<file path="config.mk">
export PLATFORM = sky130hd
export DESIGN_NAME = contiguous_page_bitmap_allocator_flat
export DESIGN_NICKNAME = d
export VERILOG_FILES = /design/src/rtl/cpba_pkg.sv /design/src/rtl/cpba_req_if.sv /design/src/rtl/cpba_rsp_if.sv /design/src/rtl/cpba_map.sv /design/src/rtl/contiguous_page_bitmap_allocator.sv /design/src/flat_wrapper.sv
export SDC_FILE = /design/constraint.sdc
export NUM_CORES = 2
export LEC_CHECK = 0
export ABC_AREA = 1
export BUFFER_PORTS_ARGS = -buffer_cell sky130_fd_sc_hd__clkbuf_2
export CAP_MARGIN = 20
export CELL_PAD_IN_SITES_DETAIL_PLACEMENT = 1
export CELL_PAD_IN_SITES_GLOBAL_PLACEMENT = 1
export CORE_UTILIZATION = 43
export CTS_CLUSTER_DIAMETER = 50
export DETAILED_ROUTE_END_ITERATION = 16
export GPL_ROUTABILITY_DRIVEN = 0
export PLACE_DENSITY_LB_ADDON = 0.1
export SLEW_MARGIN = 20
export SYNTH_ARGS = -nofsm -noshare
export SYNTH_HDL_FRONTEND = slang
export SYNTH_SLANG_ARGS = --single-unit
</file>
<file path="constraint.sdc">
create_clock -name clk -period 11.95 [get_ports clk]
set_input_delay 0 -clock clk [delete_from_list [all_inputs] [get_ports clk]]
set_output_delay 0 -clock clk [all_outputs]
set_load 0.02 [all_outputs]
</file>
<file path="src/rtl/cpba_pkg.sv">
`timescale 1ns / 1ps
// Shared constants, types and helper functions for the page bitmap allocator.
// No dependencies; every other file imports this package.
package cpba_pkg;

    // default geometry of the managed segment
    localparam int PAGES_PER_SEGMENT_DEF = 512;
    localparam int PAGE_SHIFT_DEF        = 12;

    // fixed field widths
    localparam int ADDR_W   = 48;
    localparam int COUNT_W  = 10;
    localparam int INDEX_W  = 9;
    localparam int AVAIL_W  = 10;
    localparam int STATUS_W = 2;

    // bitmap storage: 32-page rows, scanned 8 pages per cycle
    localparam int ROW_BITS      = 32;
    localparam int ROW_SHIFT     = 5;
    localparam int STEP_BITS     = 8;
    localparam int STEPS_PER_ROW = ROW_BITS / STEP_BITS;
    localparam int SUB_W         = 2;

    localparam logic OP_ALLOC = 1'b0;
    localparam logic OP_FREE  = 1'b1;

    typedef enum logic [STATUS_W-1:0] {
        ST_OK        = 2'd0,
        ST_NO_RUN    = 2'd1,
        ST_BAD_ADDR  = 2'd2,
        ST_OVER_FREE = 2'd3
    } status_t;

    // bitmap control from the sequencer
    typedef struct packed {
        logic we;
        logic clear_all;
    } map_ctl_t;

    function automatic int rows_of(input int pages);
        return (pages + ROW_BITS - 1) / ROW_BITS;
    endfunction

    function automatic int row_aw_of(input int pages);
        int rows;
        rows = (pages + ROW_BITS - 1) / ROW_BITS;
        return (rows > 1) ? $clog2(rows) : 1;
    endfunction

endpackage

</file>
<file path="src/rtl/cpba_req_if.sv">
`timescale 1ns / 1ps
// Request channel: opcode, page count and page address with valid/ready.
// Depends on cpba_pkg.
interface cpba_req_if
    import cpba_pkg::*;
();
    logic              valid;
    logic              ready;
    logic              opcode;
    logic [COUNT_W-1:0] num_pages;
    logic [ADDR_W-1:0]  page_address;

    modport source (output valid, output opcode, output num_pages,
                    output page_address, input ready);
    modport sink   (input valid, input opcode, input num_pages,
                    input page_address, output ready);
endinterface

</file>
<file path="src/rtl/cpba_rsp_if.sv">
`timescale 1ns / 1ps
// Response channel: status, run address/index, free count, empty flag.
// Depends on cpba_pkg.
interface cpba_rsp_if
    import cpba_pkg::*;
();
    logic                valid;
    logic                ready;
    logic [STATUS_W-1:0] status;
    logic [ADDR_W-1:0]   run_address;
    logic [INDEX_W-1:0]  run_index;
    logic [AVAIL_W-1:0]  pages_available;
    logic                segment_empty;

    modport source (output valid, output status, output run_address,
                    output run_index, output pages_available,
                    output segment_empty, input ready);
    modport sink   (input valid, input status, input run_address,
                    input run_index, input pages_available,
                    input segment_empty, output ready);
endinterface

</file>
<file path="src/rtl/cpba_map.sv">
`timescale 1ns / 1ps
// Used-page bitmap: row memory with registered read and per-row valid bits.
// Depends on cpba_pkg.
module cpba_map
    import cpba_pkg::*;
#(
    parameter int PAGES_PER_SEGMENT = PAGES_PER_SEGMENT_DEF
)(
    input  logic                              clk,
    input  logic                              rst_n,
    input  map_ctl_t                          ctl,
    input  logic [row_aw_of(PAGES_PER_SEGMENT)-1:0] addr,
    input  logic [ROW_BITS-1:0]               wdata,
    output logic [ROW_BITS-1:0]               rdata
);

    localparam int ROWS   = rows_of(PAGES_PER_SEGMENT);

    logic [ROW_BITS-1:0] mem [ROWS];
    logic [ROWS-1:0]     valid_reg;
    logic [ROW_BITS-1:0] rd_reg;
    logic                rdv_reg;

    always_ff @(posedge clk)
    begin
        if (ctl.we)
        begin
            mem[addr] <= wdata;
        end
        rd_reg <= mem[addr];
    end

    // a row never written since reset or the last full clear reads as free
    always_ff @(posedge clk or negedge rst_n)
    begin
        if (!rst_n)
        begin
            valid_reg <= '0;
            rdv_reg   <= 1'b0;
        end
        else
        begin
            if (ctl.clear_all)
            begin
                valid_reg <= '0;
            end
            else if (ctl.we)
            begin
                valid_reg[addr] <= 1'b1;
            end
            rdv_reg <= valid_reg[addr];
        end
    end

    assign rdata = rdv_reg ? rd_reg : '0;

endmodule

</file>
<file path="src/rtl/contiguous_page_bitmap_allocator.sv">
`timescale 1ns / 1ps
// Contiguous page bitmap allocator, top level: sequencer, scan unit, result register.
// Depends on cpba_pkg, cpba_req_if, cpba_rsp_if and cpba_map.
//
// Usage:
//   req carries one request: opcode 0 allocates num_pages contiguous pages
//   (first fit, lowest index), opcode 1 frees num_pages pages at
//   page_address. rsp returns exactly one response per request. cfg_we writes
//   segment_base from cfg_wdata; write it only while no request is in flight.
//   One request at a time. A free checks the address, plans the run, then reads
//   and writes back each bitmap row touched. An allocate scans 8 pages per cycle
//   through one step unit, a 32-page row at a time, then reads and writes back
//   each row marked before it posts the response. The 8-page step unit sets the
//   scan pace.
//   Reset: all pages free, free count = PAGES_PER_SEGMENT, base = 0; the map
//   rows are marked invalid at once, so no clearing pass is needed.
//   Stall: the response sits in an output register; req.ready rises again
//   as soon as the sequencer is idle, and a finished request waits for the
//   output register to drain before it posts.
module contiguous_page_bitmap_allocator
    import cpba_pkg::*;
#(
    parameter int PAGES_PER_SEGMENT = PAGES_PER_SEGMENT_DEF,
    parameter int PAGE_SHIFT        = PAGE_SHIFT_DEF
)(
    input  logic              clk,
    input  logic              rst_n,
    input  logic              cfg_we,
    input  logic [ADDR_W-1:0] cfg_wdata,
    cpba_req_if.sink          req,
    cpba_rsp_if.source        rsp
);

    localparam int IDX_W  = $clog2(PAGES_PER_SEGMENT);
    localparam int CNT_W  = $clog2(PAGES_PER_SEGMENT + 1);
    localparam int CMP_W  = (CNT_W > COUNT_W) ? CNT_W : COUNT_W;
    localparam int POS_W  = $clog2(PAGES_PER_SEGMENT + STEP_BITS + 1);
    localparam int ROW_AW = row_aw_of(PAGES_PER_SEGMENT);
    localparam int MW     = ROW_AW + ROW_SHIFT + 1;
    localparam int OFF_W  = ADDR_W + 1;
    localparam logic [OFF_W-1:0] SPAN    = OFF_W'(PAGES_PER_SEGMENT) << PAGE_SHIFT;
    localparam logic [CNT_W-1:0] PAGES_C = CNT_W'(PAGES_PER_SEGMENT);
    localparam logic [POS_W-1:0] PAGES_P = POS_W'(PAGES_PER_SEGMENT);

    typedef enum logic [8:0] {
        S_IDLE   = 9'b000000001,
        S_FETCH  = 9'b000000010,
        S_LOAD   = 9'b000000100,
        S_SCAN   = 9'b000001000,
        S_CHECK  = 9'b000010000,
        S_PLAN   = 9'b000100000,
        S_MREAD  = 9'b001000000,
        S_MWRITE = 9'b010000000,
        S_DONE   = 9'b100000000
    } state_t;

    state_t              state_reg, state_next;
    logic [ADDR_W-1:0]   base_reg, base_next;
    logic [CNT_W-1:0]    free_reg, free_next;
    logic                op_reg, op_next;
    logic [COUNT_W-1:0]  cnt_reg, cnt_next;
    logic [ADDR_W-1:0]   va_reg, va_next;
    logic [IDX_W-1:0]    lo_reg, lo_next;
    logic [CNT_W-1:0]    hi_reg, hi_next;
    logic [ROW_AW-1:0]   row_reg, row_next;
    logic [POS_W-1:0]    pos_reg, pos_next;
    logic [CNT_W-1:0]    run_reg, run_next;
    logic [IDX_W-1:0]    start_reg, start_next;
    logic [SUB_W-1:0]    sub_reg, sub_next;
    logic [ROW_BITS-1:0] word_reg, word_next;
    status_t             status_reg, status_next;

    logic                out_valid_reg, out_valid_next;
    status_t             out_status_reg, out_status_next;
    logic [ADDR_W-1:0]   out_addr_reg, out_addr_next;
    logic [INDEX_W-1:0]  out_index_reg, out_index_next;
    logic [AVAIL_W-1:0]  out_avail_reg, out_avail_next;
    logic                out_empty_reg, out_empty_next;

    map_ctl_t            map_ctl;
    logic [ROW_BITS-1:0] map_rdata;
    logic [ROW_BITS-1:0] map_wdata;
    logic [ROW_BITS-1:0] row_mask;

    logic                scan_hit;
    logic [CNT_W-1:0]    scan_run;
    logic [IDX_W-1:0]    scan_start;
    logic [POS_W-1:0]    pos_inc;

    logic [OFF_W-1:0]    off;
    logic [CNT_W-1:0]    used;
    logic [CMP_W:0]      hi_sum;
    logic [CNT_W-1:0]    free_plus;
    logic [CNT_W-1:0]    hi_m1;
    logic [ROW_AW-1:0]   last_row;
    logic                res_ok;

    cpba_map #(
        .PAGES_PER_SEGMENT (PAGES_PER_SEGMENT)
    ) u_map (
        .clk   (clk),
        .rst_n (rst_n),
        .ctl   (map_ctl),
        .addr  (row_reg),
        .wdata (map_wdata),
        .rdata (map_rdata)
    );

    // scan step: 8 pages of the current row, carrying run length and start
    always_comb
    begin : scan_step
        logic [CNT_W-1:0] run_v;
        logic [IDX_W-1:0] start_v;
        logic             hit_v;
        logic [POS_W-1:0] page_v;
        run_v   = run_reg;
        start_v = start_reg;
        hit_v   = 1'b0;
        for (int j = 0; j < STEP_BITS; j++)
        begin
            page_v = pos_reg + POS_W'(j);
            if (!hit_v && (page_v < PAGES_P))
            begin
                if (word_reg[j])
                begin
                    start_v = IDX_W'(page_v + POS_W'(1));
                    run_v   = '0;
                end
                else
                begin
                    run_v = run_v + CNT_W'(1);
                end
                if (CMP_W'(run_v) == CMP_W'(cnt_reg))
                begin
                    hit_v = 1'b1;
                end
            end
        end
        scan_run   = run_v;
        scan_start = start_v;
        scan_hit   = hit_v;
    end

    // pages of the current row that fall in [lo, hi)
    always_comb
    begin : mask_gen
        logic [MW-1:0] page_v;
        for (int b = 0; b < ROW_BITS; b++)
        begin
            page_v      = {1'b0, row_reg, ROW_SHIFT'(b)};
            row_mask[b] = (page_v >= MW'(lo_reg)) && (page_v < MW'(hi_reg));
        end
    end

    assign map_wdata = (op_reg == OP_ALLOC) ? (map_rdata | row_mask)
                                            : (map_rdata & ~row_mask);

    assign pos_inc   = pos_reg + POS_W'(STEP_BITS);
    assign off       = {1'b0, va_reg} - {1'b0, base_reg};
    assign used      = PAGES_C - free_reg;
    assign hi_sum    = (CMP_W + 1)'(lo_reg) + (CMP_W + 1)'(cnt_reg);
    assign free_plus = free_reg + CNT_W'(cnt_reg);
    assign hi_m1     = hi_reg - CNT_W'(1);
    assign last_row  = ROW_AW'(hi_m1 >> ROW_SHIFT);
    assign res_ok    = (status_reg == ST_OK);

    always_comb
    begin
        state_next      = state_reg;
        base_next       = base_reg;
        free_next       = free_reg;
        op_next         = op_reg;
        cnt_next        = cnt_reg;
        va_next         = va_reg;
        lo_next         = lo_reg;
        hi_next         = hi_reg;
        row_next        = row_reg;
        pos_next        = pos_reg;
        run_next        = run_reg;
        start_next      = start_reg;
        sub_next        = sub_reg;
        word_next       = word_reg;
        status_next     = status_reg;
        out_valid_next  = out_valid_reg;
        out_status_next = out_status_reg;
        out_addr_next   = out_addr_reg;
        out_index_next  = out_index_reg;
        out_avail_next  = out_avail_reg;
        out_empty_next  = out_empty_reg;
        map_ctl         = '0;

        if (cfg_we)
        begin
            base_next = cfg_wdata;
        end
        if (out_valid_reg && rsp.ready)
        begin
            out_valid_next = 1'b0;
        end

        case (state_reg)
            S_IDLE:
            begin
                if (req.valid)
                begin
                    op_next     = req.opcode;
                    cnt_next    = req.num_pages;
                    va_next     = req.page_address;
                    row_next    = '0;
                    pos_next    = '0;
                    run_next    = '0;
                    start_next  = '0;
                    sub_next    = '0;
                    lo_next     = '0;
                    status_next = ST_OK;
                    if (req.opcode == OP_FREE)
                    begin
                        state_next = S_CHECK;
                    end
                    else if ((req.num_pages == '0) ||
                             (CMP_W'(req.num_pages) > CMP_W'(free_reg)))
                    begin
                        status_next = ST_NO_RUN;
                        state_next  = S_DONE;
                    end
                    else
                    begin
                        state_next = S_FETCH;
                    end
                end
            end
            S_FETCH:
            begin
                state_next = S_LOAD;
            end
            S_LOAD:
            begin
                // next row's read overlaps the scan of this one
                word_next  = map_rdata;
                row_next   = row_reg + ROW_AW'(1);
                state_next = S_SCAN;
            end
            S_SCAN:
            begin
                run_next   = scan_run;
                start_next = scan_start;
                pos_next   = pos_inc;
                word_next  = word_reg >> STEP_BITS;
                sub_next   = sub_reg + SUB_W'(1);
                if (scan_hit)
                begin
                    lo_next    = scan_start;
                    hi_next    = CNT_W'(scan_start) + CNT_W'(cnt_reg);
                    free_next  = free_reg - CNT_W'(cnt_reg);
                    row_next   = ROW_AW'(scan_start >> ROW_SHIFT);
                    state_next = S_MREAD;
                end
                else if (pos_inc >= PAGES_P)
                begin
                    status_next = ST_NO_RUN;
                    state_next  = S_DONE;
                end
                else if (sub_reg == SUB_W'(STEPS_PER_ROW - 1))
                begin
                    word_next = map_rdata;
                    row_next  = row_reg + ROW_AW'(1);
                end
            end
            S_CHECK:
            begin
                if (off[OFF_W-1] || (off >= SPAN))
                begin
                    status_next = ST_BAD_ADDR;
                    state_next  = S_DONE;
                end
                else
                begin
                    lo_next    = off[PAGE_SHIFT +: IDX_W];
                    state_next = S_PLAN;
                end
            end
            S_PLAN:
            begin
                if (CMP_W'(cnt_reg) > CMP_W'(used))
                begin
                    status_next = ST_OVER_FREE;
                    state_next  = S_DONE;
                end
                else
                begin
                    free_next = free_plus;
                    // run is clipped at the segment end
                    hi_next   = (hi_sum > (CMP_W + 1)'(PAGES_PER_SEGMENT))
                                ? PAGES_C : CNT_W'(hi_sum);
                    row_next  = ROW_AW'(lo_reg >> ROW_SHIFT);
                    if (free_plus == PAGES_C)
                    begin
                        // whole segment free: drop every row at once
                        map_ctl.clear_all = 1'b1;
                        state_next        = S_DONE;
                    end
                    else if (cnt_reg == '0)
                    begin
                        state_next = S_DONE;
                    end
                    else
                    begin
                        state_next = S_MREAD;
                    end
                end
            end
            S_MREAD:
            begin
                state_next = S_MWRITE;
            end
            S_MWRITE:
            begin
                map_ctl.we = 1'b1;
                if (row_reg == last_row)
                begin
                    state_next = S_DONE;
                end
                else
                begin
                    row_next   = row_reg + ROW_AW'(1);
                    state_next = S_MREAD;
                end
            end
            S_DONE:
            begin
                if (!out_valid_reg || rsp.ready)
                begin
                    out_valid_next  = 1'b1;
                    out_status_next = status_reg;
                    out_addr_next   = res_ok
                                      ? base_reg + (ADDR_W'(lo_reg) << PAGE_SHIFT)
                                      : '0;
                    out_index_next  = res_ok ? INDEX_W'(lo_reg) : '0;
                    out_avail_next  = AVAIL_W'(free_reg);
                    out_empty_next  = res_ok && (op_reg == OP_FREE) &&
                                      (free_reg == PAGES_C);
                    state_next      = S_IDLE;
                end
            end
            default:
            begin
                state_next = S_IDLE;
            end
        endcase
    end

    always_ff @(posedge clk or negedge rst_n)
    begin
        if (!rst_n)
        begin
            state_reg     <= S_IDLE;
            base_reg      <= '0;
            free_reg      <= PAGES_C;
            out_valid_reg <= 1'b0;
        end
        else
        begin
            state_reg     <= state_next;
            base_reg      <= base_next;
            free_reg      <= free_next;
            out_valid_reg <= out_valid_next;
        end
    end

    always_ff @(posedge clk)
    begin
        op_reg         <= op_next;
        cnt_reg        <= cnt_next;
        va_reg         <= va_next;
        lo_reg         <= lo_next;
        hi_reg         <= hi_next;
        row_reg        <= row_next;
        pos_reg        <= pos_next;
        run_reg        <= run_next;
        start_reg      <= start_next;
        sub_reg        <= sub_next;
        word_reg       <= word_next;
        status_reg     <= status_next;
        out_status_reg <= out_status_next;
        out_addr_reg   <= out_addr_next;
        out_index_reg  <= out_index_next;
        out_avail_reg  <= out_avail_next;
        out_empty_reg  <= out_empty_next;
    end

    assign req.ready           = (state_reg == S_IDLE);
    assign rsp.valid           = out_valid_reg;
    assign rsp.status          = out_status_reg;
    assign rsp.run_address     = out_addr_reg;
    assign rsp.run_index       = out_index_reg;
    assign rsp.pages_available = out_avail_reg;
    assign rsp.segment_empty   = out_empty_reg;

    assert property (@(posedge clk) disable iff (!rst_n)
        free_reg <= PAGES_C)
        else $error("free page count above segment size");

    assert property (@(posedge clk) disable iff (!rst_n)
        (state_reg == S_MWRITE) |-> (row_reg <= last_row))
        else $error("bitmap update past last row of run");

    assert property (@(posedge clk) disable iff (!rst_n)
        (state_reg == S_DONE && out_valid_reg && !rsp.ready) |=>
        (state_reg == S_DONE && out_valid_reg))
        else $error("response posted over an untaken response");

    assert property (@(posedge clk) disable iff (!rst_n)
        (state_reg == S_SCAN) |->
        (cnt_reg != '0 && CMP_W'(cnt_reg) <= CMP_W'(free_reg)))
        else $error("scan started for an impossible count");

endmodule

</file>
<file path="src/flat_wrapper.sv">
// flat-port wrapper written by rule: the top's interface ports become plain ports
module contiguous_page_bitmap_allocator_flat import cpba_pkg::*;
#(
    parameter int PAGES_PER_SEGMENT = PAGES_PER_SEGMENT_DEF,
    parameter int PAGE_SHIFT        = PAGE_SHIFT_DEF
)
  (clk, rst_n, cfg_we, cfg_wdata, req_valid, req_opcode, req_num_pages, req_page_address, req_ready, rsp_valid, rsp_status, rsp_run_address, rsp_run_index, rsp_pages_available, rsp_segment_empty, rsp_ready);
  cpba_req_if req_i ();
  cpba_rsp_if rsp_i ();
  input  logic clk;
  input  logic rst_n;
  input  logic cfg_we;
  input  logic [ADDR_W-1:0] cfg_wdata;
  input wire logic [$bits(req_i.valid)-1:0] req_valid;
  input wire logic [$bits(req_i.opcode)-1:0] req_opcode;
  input wire logic [$bits(req_i.num_pages)-1:0] req_num_pages;
  input wire logic [$bits(req_i.page_address)-1:0] req_page_address;
  output wire logic [$bits(req_i.ready)-1:0] req_ready;
  output wire logic [$bits(rsp_i.valid)-1:0] rsp_valid;
  output wire logic [$bits(rsp_i.status)-1:0] rsp_status;
  output wire logic [$bits(rsp_i.run_address)-1:0] rsp_run_address;
  output wire logic [$bits(rsp_i.run_index)-1:0] rsp_run_index;
  output wire logic [$bits(rsp_i.pages_available)-1:0] rsp_pages_available;
  output wire logic [$bits(rsp_i.segment_empty)-1:0] rsp_segment_empty;
  input wire logic [$bits(rsp_i.ready)-1:0] rsp_ready;
  assign req_i.valid = req_valid;
  assign req_i.opcode = req_opcode;
  assign req_i.num_pages = req_num_pages;
  assign req_i.page_address = req_page_address;
  assign req_ready = req_i.ready;
  assign rsp_valid = rsp_i.valid;
  assign rsp_status = rsp_i.status;
  assign rsp_run_address = rsp_i.run_address;
  assign rsp_run_index = rsp_i.run_index;
  assign rsp_pages_available = rsp_i.pages_available;
  assign rsp_segment_empty = rsp_i.segment_empty;
  assign rsp_i.ready = rsp_ready;
  contiguous_page_bitmap_allocator #(.PAGES_PER_SEGMENT(PAGES_PER_SEGMENT), .PAGE_SHIFT(PAGE_SHIFT)) u_core (.clk(clk), .rst_n(rst_n), .cfg_we(cfg_we), .cfg_wdata(cfg_wdata), .req(req_i), .rsp(rsp_i));
endmodule
</file>
Word level (Yosys, flattened, before mapping)
Memory sizes are Yosys's and may differ from the RTL's. A register that Yosys moved wholly into a read port is not among the register bits.
Cells that the tools add are included.

cells by class
  eq/ne operators = 34
  add/subtract/negate cells = 33
  bitwise logic cells = 4
  order comparisons = 79
  reductions and logical operators = 72
  multiplexer cells = 121

operators by type and width
  kind                                                                                    number
  9-bit by 10-bit less-than comparator with 1-bit output                                  32
  10-bit two-way mux                                                                      30
  9-bit greater-or-equal comparator                                                       32
  9-bit two-way mux                                                                       30
  32-bit two-way mux                                                                      5
  10-bit by 1-bit adder with 10-bit output (second input constant)                        9
  9-bit case mux with 9 select lines                                                      1
  10-bit == test                                                                          8
  10-bit less-than comparator (second input constant)                                     8
  10-bit case mux with 2 select lines                                                     4
  32-bit case mux with 2 select lines                                                     1
  9-bit by 1-bit adder with 9-bit output (second input constant)                          7
  49-bit by 22-bit greater-or-equal comparator with 1-bit output (second input constant)  1
  48-bit by 48-bit subtractor with 49-bit output                                          1
  48-bit by 21-bit adder with 48-bit output                                               1
  1-bit logical AND                                                                       43
  10-bit by 3-bit adder with 10-bit output (second input constant)                        4
  32-bit AND                                                                              1
  16-bit two-way mux                                                                      2
  32-bit NOT                                                                              1
  32-bit bitwise OR                                                                       1
  1-bit two-way mux                                                                       28
  9-bit case mux with 3 select lines                                                      1
  4-bit two-way mux                                                                       6
  51 further kinds                                                                        86

word-level totals
  output and inout port bits = 72
  memories kept = 1
  bits in registers = 302
  input port bits = 112
  word-level logic and storage cells = 367
  bits in writable memories = 512

memory list
  memory            words  width  read ports  clocked after memory_dff  wr ports  RTL line        text
  u_core.u_map.mem  16     32     1           1                         1         cpba_map.sv:19  logic [ROW_BITS-1:0] mem [ROWS];

Logic depth before layout (Yosys ltp)
  word-level depth = 50
  gate-level depth with buffers = 81
  depth with buffers taken out = 77

By module
A second synthesis with hierarchy kept.

unflattened totals
  cell total of the unflattened synthesis = 5,378
  area total of the unflattened synthesis = 46,140.5 um^2

by module, submodules not included
  module                            instances  cells an instance  area each (um^2)  sequential area each (um^2)
  contiguous_page_bitmap_allocator  1          3,088              23,070.9          8,130.3
  cpba_map                          1          2,290              23,069.6          16,440.8

Least setup slack after synthesis
No wires, ideal clock.

  path type = reg-to-reg
  start = reg u_core.run_reg[1]
  end = reg u_core.hi_reg[8], data pin
  arrival time = 8.046 ns
  required time = 11.681 ns
  period minus slack after synthesis = 8.315 ns
  cell stages (with the launch flop) = 77
  library setup time = 0.269 ns
  slack = 3.635 ns
  buffers on the path = 5
  cell sequence = edfxtp_1 -> ha_1 -> nand2_2 -> nor2_2 -> nand3_1 -> nand3_1 -> nor2_1 -> nor2_1 -> nand2_1 -> nor2_4 -> nand2_4 -> buf_6 -> nand3_1 -> nand2_1 -> ha_1 -> nand2_1 -> xor2_1 -> inv_1 -> [41 not listed] -> inv_2 -> buf_4 -> nor2_1 -> a21oi_1 -> inv_1 -> ha_1 -> inv_1 -> o31ai_1 -> and2_1 -> nor2_1 -> o21ai_0 -> inv_1 -> nor2_1 -> nor2_1 -> nor2_1 -> o21ai_0 -> nand2_1 -> o32ai_1

on the way
  longest elaborated chain between the ends = 39
  elaborated cells between the ends (all ways) = 78
  those cells by class = add/sub (8); eq/ne (7); mux (49); reduce/logical (14)

RTL lines
  element                                                                                            RTL line                                 text
  from (decl)                                                                                        contiguous_page_bitmap_allocator.sv:67   logic [CNT_W-1:0] run_reg, run_next;
  from (signal assigned)                                                                             contiguous_page_bitmap_allocator.sv:379  run_reg <= run_next;
  parallel branches: the longest is 35 deep, another holds 10-bit by 1-bit adder with 10-bit output  --
  9-bit two-way mux (*)                                                                              contiguous_page_bitmap_allocator.sv:122  if (!hit_v && (page_v < PAGES_P))
  net u_core.scan_start[3]                                                                           contiguous_page_bitmap_allocator.sv:87   logic [IDX_W-1:0] scan_start;
  9-bit by 10-bit adder with 10-bit output (*)                                                       contiguous_page_bitmap_allocator.sv:253  hi_next = CNT_W'(scan_start) + CNT_W'(cnt_reg);
  10-bit two-way mux (*)                                                                             contiguous_page_bitmap_allocator.sv:250  if (scan_hit)
  10-bit case mux with 2 select lines (*)                                                            contiguous_page_bitmap_allocator.sv:201  case (state_reg)
  net u_core.hi_next[8]                                                                              contiguous_page_bitmap_allocator.sv:64   logic [CNT_W-1:0] hi_reg, hi_next;
  to (signal assigned)                                                                               contiguous_page_bitmap_allocator.sv:376  hi_reg <= hi_next;
  to (decl)                                                                                          contiguous_page_bitmap_allocator.sv:64

Mark *: on every way through the listed nets, which the timed path passes. The select of a mux whose other input is x is not followed.
A chain may end at the register's enable or synchronous reset.

Worst setup path after layout
  start = reg u_core.run_reg[0]
  end = reg u_core.hi_reg[8], data pin

Same word-level chain as after synthesis.

==> results_dict.tcl <==
set metrics [dict create \
    layout_commonest_cell "nand2_1" \
    antenna_left 0 \
    hold_viol_final 0 \
    firstDrtPassIters 7 \
    drtIter0Drc 2575 \
    antenna_found_initial 0 \
    row_count 116 \
    cp_top_family "simple AND/OR/NAND/NOR gates" \
    syn_area_per_cell_um2 9.37 \
    cap_violations 0 \
    cp.required_ns 12.38 \
    io_buffer_count 183 \
    vias 36500 \
    die_x_um 321 \
    cp.arrival_ns 11.10 \
    vias_per_cell 5.67 \
    globalRoute.totalOverflow 0 \
    area_growth_pct 16.9 \
    tightest_slew_ns 1.14 \
    netlist_instances 4684 \
    hold_class "input pin to register" \
    ir_drop_mv 0.199 \
    regArea_mm2 0.0246 \
    yosys_register_bits 843 \
    start_kind "register" \
    max_slew_margin_pct 24.1 \
    r2r-start "u_core.run_reg[0]$_SDFFCE_PN0P_" \
    top_register "u_core.u_map.mem" \
    fmax_mhz 93.7 \
    mostFrequentLayoutCells "nand2_1 (938), edfxtp_1 (726), nor2_1 (574), o21ai_0 (463), inv_1 (361)" \
    cts_tree "built" \
    grt_setup_unrepaired "no" \
    clk_latency_ns 0.71 \
    ys_warn_count 0 \
    drcViolationCount 0 \
    ios 184 \
    syn-cell-area_mm2 0.0439 \
    dpl-instance-area_mm2 0.0464 \
    hp-start "req_page_address[28]" \
    fin_crit_sh_pct 89.3 \
    cpMostUsedCell "nand2_1" \
    dieHeight_um 321 \
    status "finished, final reports clean" \
    grt_usage_pct 29.0 \
    ys_seq_area_share_pct 56.0 \
    clock_path_buffers 3 \
    nets 5249 \
    numCtsBuffers 106 \
    powerDensity_mw_per_mm2 255 \
    drive_above_1_share_pct 12.3 \
    worst_clock_skew_ns 0.0675 \
    synth-edff-count 726 \
    grt_pass1_vias 37300 \
    crit_path_max_incr_delay_ns 0.53 \
    multiInputGateArea_mm2 0.0171 \
    htreeDepth 3 \
    drv_slew 0 \
    largest_reg_flops 512 \
    crit_path_end_kind "register" \
    fp.coreArea_mm2 0.101 \
    startpoint "u_core.run_reg[0]$_SDFFCE_PN0P_" \
    syn_nets 4940 \
    cp_num_buf_inv 7 \
    cts.sinks 843 \
    min_period_ns 10.67 \
    post_cts_buffers 0 \
    diodes 0 \
    setup_viol_count_final 0 \
    ctsRootBufferMaster "clkbuf_16" \
    clk_pin_slew_ns 0.06 \
    p_leak_nw 20.5 \
    dieArea_mm2 0.103 \
    tns_ns 0 \
    slowest_stage "edfxtp_1" \
    grt_max_degree 209 \
    routedWlPerCell_um 23.5 \
    synthArstFlopShare_pct 10.1 \
    final_area_mm2 0.0513 \
    synth_cell_types 64 \
    cp_max_fo 22 \
    worstSetupPathType "register to register" \
    ys.flop_type "edfxtp_1" \
    grt_first_pass_wirelength_um 228000 \
    fill_cells 11400 \
    dpl.hpwl_um 92100 \
    wl_um 151000 \
    start_util_pct 43.6 \
]
[where the power goes]
part           internal (W)  switching (W)
registers           0.00413       0.000214
clock network       0.00193        0.00133
logic               0.00152        0.00396
total               0.00758        0.00551
[through the flow]
step | power, W | instances | utilization (%) | worst slack [ns] | hold slack (ns)
global placement | 0.00963 | 6116 | 46.1 | 1.20 | -0.0417
finish | 0.0131 | 6443 | 51.0 | 1.28 | 0.0176
CTS | 0.0131 | 6442 | 51.0 | 1.03 | 0.000403
detailed placement | 0.00975 | 6117 | 46.1 | 1.06 | -0.0341
global route | 0.0138 | 6443 | 51.0 | 0.0134 | 0.0244
floorplan | 0.00783 | 4684 | - | 3.63 | -0.296
[repair_timing]
action / CTS / global route
hold endpoints to repair: 210 / 0
gates resized for setup: 0 / 3
setup endpoints to repair: 0 / 2
hold buffers: 124 / 0
[cell type report]
class | instances | share of cell area (%)
clock buffers | 135 | 5.50
inverters | 410 | 3.01
repair buffers | 390 | 5.47
multi-input cells | 3242 | 33.3
flip-flops and latches | 843 | 47.9
clock inverters | 66 | 1.50
well taps | 1357 | 3.31
[Yosys cell counts (all sizes together), types with 44 or more instances]
cell type / count / area share [%]
a21oi: 175 / 2.0
buf: 48 / 0.82
clkbuf: 141 / 1.2
dfrtp: 83 / 4.7
edfxtp: 726 / 50
ha: 138 / 3.9
inv: 394 / 3.4
nand2: 988 / 8.9
nand3: 263 / 3.4
nand4: 133 / 1.9
nor2: 626 / 5.6
nor3: 44 / 0.51
o21ai: 512 / 6.0
o22ai: 136 / 1.9
xor2: 64 / 1.3
[final timing paths]
check	endpoint	slack (ns)	cells past startpoint
hold / removal	u_core.va_reg[28]$_DFFE_PP_	0.02	2
max in group asynchronous	u_core.base_reg[24]$_DFFE_PN0P_	10.63	4
setup / recovery	u_core.hi_reg[8]$_DFFE_PP_	1.28	73
min in group asynchronous	u_core.free_reg[9]$_DFFE_PN1P_	0.38	3
setup reg to reg	u_core.hi_reg[8]$_DFFE_PP_	1.28	73
hold reg to reg	u_core.rsp.status[1]$_DFFE_PP_	0.48	0
[worst reg2reg max path, delay by kind of cell, from the launching register on]
| kind | cells | cell delay [ns] |
|---|---|---|
| flip-flops | 1 | 0.53 |
| XOR/XNOR | 1 | 0.09 |
| buffers and inverters | 7 | 0.59 |
| AO/OA/AOI/OAI | 5 | 0.83 |
| AND/OR/NAND/NOR | 55 | 6.97 |
| adder cells (fa/ha/maj) | 5 | 1.41 |
[routing by layer]
metal | up-vias | part of all wire, % | track usage, %
met1 | 18400 | 42 | 37.1
met2 | 952 | 50 | 51.2
met3 | 274 | 4.3 | 2.94
li1 | 16900 | - | -
met4 | 0 | 3.0 | 9.34
met5 | - | 0 | 0
[kinds of logic after synthesis]
group	after synthesis	synth area share, %
xor gates and xnor gates	83	1.66
and+or+nand+nor	2089	20.8
muxes	7	0.160
AOI/OAI and AO/OA	919	11.6
adders and majority gates	144	4.21
DFF	843	56.0
buffers and inverters	599	5.54
Power figures use the tool's default switching activity.
